### config.mk
export PLATFORM = sky130hd
export DESIGN_NAME = integer_to_radix_symbols_core
export DESIGN_NICKNAME = d
export VERILOG_FILES = /design/src/rtl/itrs_pkg.sv /design/src/rtl/integer_to_radix_symbols_core.sv /design/src/rtl/itrs_divider.sv
export VERILOG_INCLUDE_DIRS = /design/src /design/src/rtl
export SDC_FILE = /design/constraint.sdc
export NUM_CORES = 1
export LEC_CHECK = 0
export ABC_AREA = 0
export ABC_CLOCK_PERIOD_IN_PS = 14800
export BUFFER_PORTS_ARGS = -buffer_cell sky130_fd_sc_hd__buf_2
export CAP_MARGIN = 30
export CORE_MARGIN = 4
export CORE_UTILIZATION = 25
export DETAILED_ROUTE_END_ITERATION = 10
export PLACE_DENSITY = 0.43
export SLEW_MARGIN = 10
export SYNTH_ARGS = -nofsm -noshare
export SYNTH_HDL_FRONTEND = slang
export SYNTH_SLANG_ARGS = --single-unit
### constraint.sdc
create_clock -name clk_i -period 14.8 [get_ports clk_i]
set_input_delay 0.74 -clock clk_i [delete_from_list [all_inputs] [get_ports clk_i]]
set_output_delay 0.74 -clock clk_i [all_outputs]
set_load 0.01 [all_outputs]
### src/rtl/integer_to_radix_symbols_core_defines.svh
// ----------------------------------------------------------------------------
// Assertion macros for the integer to radix symbols core
// Concurrent assertion wrappers that compile away for synthesis.
// ----------------------------------------------------------------------------
`ifndef INTEGER_TO_RADIX_SYMBOLS_CORE_DEFINES_SVH
`define INTEGER_TO_RADIX_SYMBOLS_CORE_DEFINES_SVH
`ifndef SYNTHESIS
`define ITRS_ASSERT_IMPL(label, clk, rstn, ante, cons, msg) \
  label: assert property (@(posedge clk) disable iff (!rstn) (ante) |-> (cons)) \
    else $error(msg);
`define ITRS_ASSERT_NEXT(label, clk, rstn, ante, cons, msg) \
  label: assert property (@(posedge clk) disable iff (!rstn) (ante) |=> (cons)) \
    else $error(msg);
`else
`define ITRS_ASSERT_IMPL(label, clk, rstn, ante, cons, msg)
`define ITRS_ASSERT_NEXT(label, clk, rstn, ante, cons, msg)
`endif
`endif

### src/rtl/itrs_pkg.sv
// ----------------------------------------------------------------------------
// itrs_pkg
// Shared constants, types and state encoding of the radix symbol converter.
// ----------------------------------------------------------------------------
package itrs_pkg;

  localparam int unsigned MAX_SYMBOLS  = 16;
  localparam int unsigned SYMBOL_STORE = 16;
  localparam int unsigned SYM_LIMIT    =
    (MAX_SYMBOLS < SYMBOL_STORE) ? MAX_SYMBOLS : SYMBOL_STORE;

  localparam int unsigned VALUE_W   = 32;
  localparam int unsigned CHAR_W    = 8;
  localparam int unsigned LEN_W     = 5;
  localparam int unsigned CFG_W     = 64;
  localparam int unsigned CFG_IDX_W = 2;

  localparam int unsigned DIGIT_W   = $clog2(SYMBOL_STORE);
  localparam int unsigned RADIX_W   = DIGIT_W + 1;

  localparam int unsigned MAX_DIGITS = VALUE_W;
  localparam int unsigned NDIG_W     = $clog2(MAX_DIGITS + 1);
  localparam int unsigned DIG_IDX_W  = $clog2(MAX_DIGITS);

  localparam int unsigned DIV_BITS  = 8;
  localparam int unsigned DIV_STEPS = VALUE_W / DIV_BITS;
  localparam int unsigned STEP_W    = $clog2(DIV_STEPS);

  localparam logic [CFG_IDX_W-1:0] CFG_SYMBOLS_LOW     = 2'd0;
  localparam logic [CFG_IDX_W-1:0] CFG_SYMBOLS_HIGH    = 2'd1;
  localparam logic [CFG_IDX_W-1:0] CFG_ALPHABET_LENGTH = 2'd2;

  localparam logic [CHAR_W-1:0] CHAR_TAB   = 8'h09;
  localparam logic [CHAR_W-1:0] CHAR_CR    = 8'h0D;
  localparam logic [CHAR_W-1:0] CHAR_SPACE = 8'h20;
  localparam logic [CHAR_W-1:0] CHAR_PLUS  = 8'h2B;
  localparam logic [CHAR_W-1:0] CHAR_MINUS = 8'h2D;

  typedef enum logic [2:0] {
    ST_IDLE,
    ST_CHECK,
    ST_DIV,
    ST_LOAD,
    ST_OUT
  } st_e;

  typedef struct packed {
    logic                 start;
    logic [VALUE_W-1:0]   dividend;
    logic [RADIX_W-1:0]   radix;
  } div_ctrl_t;

  typedef struct packed {
    logic                 done;
    logic [VALUE_W-1:0]   quotient;
    logic [DIGIT_W-1:0]   remainder;
  } div_stat_t;

endpackage

### src/rtl/integer_to_radix_symbols_core.sv
// ----------------------------------------------------------------------------
// integer_to_radix_symbols_core
// Converts a signed 32-bit integer to characters of a configured alphabet.
// ----------------------------------------------------------------------------
// Channel   Direction  Handshake                  Payload
// input     in         in_valid_i / in_stall_o    value_i
// output    out        out_valid_o / out_stall_i  character_o, last_o
// config    in         cfg_we_i                   cfg_idx_i, cfg_data_i
//
// One request is taken at a time; the block stalls its input until the last
// character of that request has been taken, or until the request is dropped
// because the alphabet is too short or holds a bad or repeated symbol.
// The alphabet check steps through the symbols in use; each digit is then
// one division by the radix on the single divider, lowest digit first.
// A load step follows, then one character per cycle while the output is not
// stalled. Reset clears config and control registers and idles the sequencer.
// ----------------------------------------------------------------------------
`include "integer_to_radix_symbols_core_defines.svh"

module integer_to_radix_symbols_core import itrs_pkg::*; (
  input  logic                        clk_i,
  input  logic                        rst_ni,
  input  logic                        cfg_we_i,
  input  logic [CFG_IDX_W-1:0]        cfg_idx_i,
  input  logic [CFG_W-1:0]            cfg_data_i,
  input  logic                        in_valid_i,
  output logic                        in_stall_o,
  input  logic signed [VALUE_W-1:0]   value_i,
  output logic                        out_valid_o,
  input  logic                        out_stall_i,
  output logic [CHAR_W-1:0]           character_o,
  output logic                        last_o
);

  logic [CFG_W-1:0]     symbols_low_q, symbols_high_q;
  logic [LEN_W-1:0]     alen_q;

  st_e                  state_q, state_d;
  logic [RADIX_W-1:0]   chk_q, chk_d;
  logic [VALUE_W-1:0]   mag_q, mag_d;
  logic                 sign_q, sign_d;
  logic [RADIX_W-1:0]   radix_q, radix_d;
  logic [NDIG_W-1:0]    nd_q, nd_d;
  logic [CHAR_W-1:0]    char_q, char_d;
  logic                 last_q, last_d;
  logic [DIGIT_W-1:0]   digits_q [MAX_DIGITS];
  logic                 dig_we;

  logic [CHAR_W-1:0]    sym [SYMBOL_STORE];
  logic [RADIX_W-1:0]   n_eff;
  logic                 bad_sym;
  logic [NDIG_W-1:0]    nd_m1;
  logic                 in_acc, out_acc;

  div_ctrl_t            div_ctrl;
  div_stat_t            div_stat;

  always_ff @(posedge clk_i or negedge rst_ni) begin
    if (!rst_ni) begin
      symbols_low_q  <= '0;
      symbols_high_q <= '0;
      alen_q         <= '0;
    end else if (cfg_we_i) begin
      unique case (cfg_idx_i)
        CFG_SYMBOLS_LOW:     symbols_low_q  <= cfg_data_i;
        CFG_SYMBOLS_HIGH:    symbols_high_q <= cfg_data_i;
        CFG_ALPHABET_LENGTH: alen_q         <= cfg_data_i[LEN_W-1:0];
        default: begin
        end
      endcase
    end
  end

  always_comb begin
    logic [2*CFG_W-1:0] bits;
    logic [LEN_W-1:0]   limit;
    logic               stop;
    logic [CHAR_W-1:0]  c;
    bits  = {symbols_high_q, symbols_low_q};
    limit = (alen_q > LEN_W'(SYM_LIMIT)) ? LEN_W'(SYM_LIMIT) : alen_q;
    for (int i = 0; i < SYMBOL_STORE; i++) begin
      sym[i] = bits[CHAR_W*i +: CHAR_W];
    end
    n_eff = '0;
    stop  = 1'b0;
    for (int i = 0; i < SYMBOL_STORE; i++) begin
      if (!stop) begin
        if ((LEN_W'(i) < limit) && (sym[i] != '0)) begin
          n_eff = RADIX_W'(i + 1);
        end else begin
          stop = 1'b1;
        end
      end
    end
    c       = sym[chk_q[DIGIT_W-1:0]];
    bad_sym = (c == CHAR_SPACE) || ((c >= CHAR_TAB) && (c <= CHAR_CR)) ||
              (c == CHAR_PLUS) || (c == CHAR_MINUS);
    for (int j = 0; j < SYMBOL_STORE; j++) begin
      if ((RADIX_W'(j) > chk_q) && (RADIX_W'(j) < n_eff) && (sym[j] == c)) begin
        bad_sym = 1'b1;
      end
    end
  end

  assign in_acc  = in_valid_i && !in_stall_o;
  assign out_acc = out_valid_o && !out_stall_i;
  assign nd_m1   = nd_q - NDIG_W'(1);

  always_comb begin
    logic load;
    state_d  = state_q;
    chk_d    = chk_q;
    mag_d    = mag_q;
    sign_d   = sign_q;
    radix_d  = radix_q;
    nd_d     = nd_q;
    char_d   = char_q;
    last_d   = last_q;
    dig_we   = 1'b0;
    load     = 1'b0;
    div_ctrl.start    = 1'b0;
    div_ctrl.dividend = mag_q;
    div_ctrl.radix    = radix_q;

    unique case (state_q)
      ST_IDLE: begin
        if (in_acc) begin
          sign_d  = value_i[VALUE_W-1];
          mag_d   = value_i[VALUE_W-1] ? (~value_i + VALUE_W'(1)) : value_i;
          chk_d   = '0;
          nd_d    = '0;
          state_d = ST_CHECK;
        end
      end
      ST_CHECK: begin
        if (n_eff < RADIX_W'(2)) begin
          state_d = ST_IDLE;
        end else if (chk_q >= n_eff) begin
          radix_d        = n_eff;
          div_ctrl.start = 1'b1;
          state_d        = ST_DIV;
        end else if (bad_sym) begin
          state_d = ST_IDLE;
        end else begin
          chk_d = chk_q + RADIX_W'(1);
        end
      end
      ST_DIV: begin
        div_ctrl.dividend = div_stat.quotient;
        if (div_stat.done) begin
          dig_we = 1'b1;
          nd_d   = nd_q + NDIG_W'(1);
          if (div_stat.quotient != '0) begin
            div_ctrl.start = 1'b1;
          end else begin
            state_d = ST_LOAD;
          end
        end
      end
      ST_LOAD: begin
        load    = 1'b1;
        state_d = ST_OUT;
      end
      ST_OUT: begin
        if (out_acc) begin
          if (last_q) begin
            state_d = ST_IDLE;
          end else begin
            load = 1'b1;
          end
        end
      end
      default: begin
        state_d = ST_IDLE;
      end
    endcase

    if (load) begin
      if (sign_q) begin
        char_d = CHAR_MINUS;
        last_d = 1'b0;
        sign_d = 1'b0;
      end else begin
        char_d = sym[digits_q[nd_m1[DIG_IDX_W-1:0]]];
        last_d = (nd_q == NDIG_W'(1));
        nd_d   = nd_m1;
      end
    end
  end

  always_ff @(posedge clk_i or negedge rst_ni) begin
    if (!rst_ni) begin
      state_q <= ST_IDLE;
      chk_q   <= '0;
      sign_q  <= 1'b0;
      nd_q    <= '0;
    end else begin
      state_q <= state_d;
      chk_q   <= chk_d;
      sign_q  <= sign_d;
      nd_q    <= nd_d;
    end
  end

  always_ff @(posedge clk_i) begin
    mag_q   <= mag_d;
    radix_q <= radix_d;
    char_q  <= char_d;
    last_q  <= last_d;
    if (dig_we) begin
      digits_q[nd_q[DIG_IDX_W-1:0]] <= div_stat.remainder;
    end
  end

  itrs_divider u_divider (
    .clk_i  (clk_i),
    .rst_ni (rst_ni),
    .ctrl_i (div_ctrl),
    .stat_o (div_stat)
  );

  assign in_stall_o  = (state_q != ST_IDLE);
  assign out_valid_o = (state_q == ST_OUT);
  assign character_o = char_q;
  assign last_o      = last_q;

  `ITRS_ASSERT_NEXT(a_ready_after_last, clk_i, rst_ni, out_acc && last_o, !in_stall_o, "block not ready after the last character")
  `ITRS_ASSERT_IMPL(a_digit_bound, clk_i, rst_ni, 1'b1, nd_q <= NDIG_W'(MAX_DIGITS), "digit count exceeds the digit store")
  `ITRS_ASSERT_IMPL(a_minus_not_last, clk_i, rst_ni, out_valid_o && (character_o == CHAR_MINUS), !last_o, "minus sign flagged as last character")
  `ITRS_ASSERT_IMPL(a_more_to_send, clk_i, rst_ni, out_valid_o && !last_o, sign_q || (nd_q != '0), "character not last but nothing left to send")
  `ITRS_ASSERT_IMPL(a_done_in_div, clk_i, rst_ni, div_stat.done, state_q == ST_DIV, "divider finished outside the division phase")

endmodule

### src/rtl/itrs_divider.sv
// ----------------------------------------------------------------------------
// itrs_divider
// Restoring divider by a small run-time radix, several quotient bits a cycle.
// ----------------------------------------------------------------------------
module itrs_divider import itrs_pkg::*; (
  input  logic      clk_i,
  input  logic      rst_ni,
  input  div_ctrl_t ctrl_i,
  output div_stat_t stat_o
);

  logic [VALUE_W-1:0] quo_q, quo_d;
  logic [DIGIT_W-1:0] rem_q, rem_d;
  logic [STEP_W-1:0]  cnt_q;
  logic               busy_q;

  always_comb begin
    logic [RADIX_W-1:0] t;
    quo_d = quo_q;
    rem_d = rem_q;
    for (int k = 0; k < DIV_BITS; k++) begin
      t     = {rem_d, quo_d[VALUE_W-1]};
      quo_d = {quo_d[VALUE_W-2:0], 1'b0};
      if (t >= ctrl_i.radix) begin
        t        = t - ctrl_i.radix;
        quo_d[0] = 1'b1;
      end
      rem_d = t[DIGIT_W-1:0];
    end
  end

  always_ff @(posedge clk_i or negedge rst_ni) begin
    if (!rst_ni) begin
      busy_q <= 1'b0;
      cnt_q  <= '0;
    end else if (ctrl_i.start) begin
      busy_q <= 1'b1;
      cnt_q  <= '0;
    end else if (busy_q) begin
      cnt_q <= cnt_q + STEP_W'(1);
      if (cnt_q == STEP_W'(DIV_STEPS - 1)) begin
        busy_q <= 1'b0;
      end
    end
  end

  always_ff @(posedge clk_i) begin
    if (ctrl_i.start) begin
      quo_q <= ctrl_i.dividend;
      rem_q <= '0;
    end else if (busy_q) begin
      quo_q <= quo_d;
      rem_q <= rem_d;
    end
  end

  assign stat_o.done      = busy_q && (cnt_q == STEP_W'(DIV_STEPS - 1));
  assign stat_o.quotient  = quo_d;
  assign stat_o.remainder = rem_d;

endmodule
==> key figures <==
Flow run
  • Max-cap violations: 0

Clock network
  • CTS buffer count: between 40 and 50
  • CTS tree: yes
  • Worst-Skew Late Latency: about 620 ps
  • # H-tree levels: 2
  • Clock Tree Root: clkbuf_16
  • CTS max path bufs: 3
  • CTS sink cnt: 361
  • CTS Hold Bufs: 0
  • Clk slew on worst S/H paths: 60 ps

Worst setup path
  • Slowest CP cell: edfxtp_1
  • Slowest stage delay, CP: 390 ps
  • Worst EP required: 15,330 ps
  • Worst Path Max Fanout: 8
  • Worst Setup Start Kind: flop
  • Critical path destination: u_divider.cnt_q[1]
  • Critical Path Start: radix_q[1]
  • Worst R2R Setup Slack: approximately 1300 ps
  • FF-to-FF Start: radix_q[1]
  • Worst EP arrival: 14,060 ps
  • Kind of critical path: reg -> reg
  • Most used cell, CP: a21o_1
  • Worst Reg-to-Reg Cells: 70
  • Worst r2r dst: u_divider.cnt_q[1]
  • Worst setup EP type: flop

Min path
  • Min-Delay Path Class: in -> async

Timing
  • RSZ-0062 raised after global routing: no
  • Fin crit share: 91.4%
  • Final setup fails: 0
  • Slew headroom: 21.3%
  • Clk_skew: between 50 and 60 ps
  • Slew Viols, Final: 0
  • Fin crit period: 13,520 ps
  • Hold slack: 226 ps
  • Setup TNS: 0 ps
  • Worst-Margin Slew: 1170 ps
  • Final Hold Fails: 0
  • Fmax: 73.9 MHz

Placed design
  • Placed insts: around 3,000
  • Placed wire-length estimate: about 56,000 um
  • Area after DPL: 23,600 um^2
  • Placer congestion estimate: 0.934
  • Number of port buffers: around 110

Yosys
  • Asr flop ratio synth: 41.8%
  • Mapped Cells: 1,828
  • Cell variety after synth: between 90 and 100
  • Seq cells post-synth: between 300 and 400
  • Synth area leaders: edfxtp_1 28%, dfrtp_1 17%, mux2_2 10%
  • Syn Nets: 1,994
  • Mapped Area: 21,900 um^2
  • Cell taking the most area after synthesis: edfxtp_1
  • Most common library cells after synthesis: 206 x edfxtp_1, 195 x mux2_2, 151 x dfrtp_1, 86 x xnor2_1, 79 x mux2i_1
  • Post-Synth Adder-Cell Area: roughly 3.9%
  • Post-synthesis simple-gate area fraction: 11.3%
  • Compound-Gate Fraction of Synth Area: 10.5%
  • Sequential element share of the synthesized area: 45.8%
  • Avg Inst Size Synth: 12.0 um^2
  • Xor and xnor fraction of the mapped netlist area: 5.70%
  • Most used DFF post-synth: edfxtp_1
  • Ys Warns: 0
  • Top-count cell post-synth: edfxtp_1
  • Area share of the largest cell type after synthesis: between 20% and 30%
  • Largest family of logic cells by synthesized area: multiplexers
  • Post-synthesis mux area share: 19.7%
  • Post-synth EDFFs: between 200 and 250

Global routing
  • Vias in the first global route: roughly 16,000
  • Global Route Usage Sum: between 15 and 20%
  • First-pass GRT wire length: 111,000 um
  • Largest net degree at the start of global routing: 90
  • Initial antenna violation count: 9
  • Gr ovfl total: 0

Floorplanning
  • Die Footprint: 92,500 um^2
  • Rows: around 110
  • Die height: approximately 300 um
  • # IOs: 114
  • Core area: 86,900 um^2
  • Horiz. Die Dim: 304 um
  • Initial Utilization: 25.2%

Layout
  • Area taken by multi-input logic gates: 11,300 um^2
  • Final Instance Count excl. Fillers: between 3,000 and 4,000
  • Fraction of layout cells with a size suffix above 1: between 20% and 30%
  • FILL cells: 8,926
  • Final #Nets: 2,081
  • Area delta synth->final: 14.8%
  • Register area: approximately 10,000 um^2
  • Post-route cell area: 25,200 um^2

Routing
  • Via count: 15,748
  • Avg Vias per Cell: 5.08
  • Final ANT Viol Nets: 0
  • Post-Route WL: 76,000 um
  • Detailed Routing Iterations Pass 1: 5
  • DRC: 0
  • Routed WL per cell: around 24 um
  • 1st-iter DRT viols: 1,134

Run status
  • Status: complete, no violations
==> cells in the final DEF, fill, tap and decap left out, types with 7 or more instances in the layout <==
master,instances
edfxtp_1,206
mux2_2,193
dfrtp_1,149
buf_2,112
xnor2_1,86
nor2_1,78
mux2i_1,76
nand2_1,73
a21oi_1,70
o21ai_0,63
xor2_1,55
a211oi_1,55
mux4_2,54
ha_1,54
nor2b_1,50
nor4_1,48
clkbuf_16,42
inv_1,39
nand3_1,35
buf_4,31
nor3_1,27
a21o_1,23
nand2b_1,22
or3_1,22
nand4_1,17
and3_1,16
o31ai_1,12
nand3b_1,10
or4_1,9
a22oi_1,8
o211ai_1,8
fa_1,8
clkinv_1,7
a31oi_1,7
o22ai_1,7
clkbuf_1,7
==> flip-flops by register name (all words and copies together) (netlist names) <==
signal            cells
nd_q                  6
symbols_low_q        64
radix_q               5
u_divider.rem_q       4
mag_q                32
u_divider.cnt_q       2
last_o                1
character_o           8
sign_q                1
u_divider.busy_q      1
chk_q                 5
symbols_high_q       64
digits_q            128
u_divider.quo_q      32
alen_q                5
state_q               3
==> critical path: cells and delay by family, from the launching register on <==
family / cells / cell delay (ps)
AOI/OAI and AO/OA: 30 / 5900
buffers and inverters: 8 / 670
DFF: 1 / 390
muxes: 6 / 2070
adders and majority gates: 8 / 1880
and+or+nand+nor: 18 / 2530
==> layer usage <==
| layer | track usage, % | vias up | part of all wire (%) |
|---|---|---|---|
| met1 | 20.2 | 7925 | 41 |
| li1 | - | 7141 | - |
| met2 | 26.9 | 526 | 48 |
| met4 | 6.25 | 2 | 4.2 |
| met3 | 3.36 | 154 | 6.4 |
| met5 | 0 | - | 0.026 |
==> stage by stage <==
step / util, % / setup WS [ps]
global placement: 27.2 / 945
floorplan: - / 1340
detailed placement: 27.2 / 374
CTS: 28.8 / 336
finish: 29.0 / 1280
global route: 29.0 / 69.5
==> cells by family after synthesis <==
family / after synthesis
compound gates: 328
xor+xnor: 142
fa+ha+maj: 63
buf+inv: 144
flops: 361
mux: 336
simple gates: 454
==> timing repair <==
item | in CTS | in global routing
endpoints found under the setup margin | 0 | 137
buffers inserted | 0 | 8
gates resized for setup | 0 | 7
==> how the worst min path moves through the flow <==
stage                              end     from  cells past startpoint  slack [ps]
global placement               nd_q[5]  nd_q[5]                      1         470
detailed placement             nd_q[5]  nd_q[5]                      1         470
global route          symbols_low_q[7]   rst_ni                      1         280
floorplan                    alen_q[0]   rst_ni                      0         440
finish               symbols_low_q[12]   rst_ni                      1         230
CTS                 symbols_high_q[38]   rst_ni                      1         250
==> final cells by class <==
cell class / instances / share of cell area [%]
diodes: 3 / 0.0298
clock buffers: 55 / 4.61
clock inverters: 19 / 1.03
inverters: 42 / 0.641
multi-input cells: 1323 / 44.8
flip-flops and latches: 361 / 39.9
well taps: 1155 / 5.74
repair buffers: 145 / 3.27
Power is left out: the tool's default activity adds up to more than one toggle a clock period on the data nets, which glitch-free logic cannot reach.
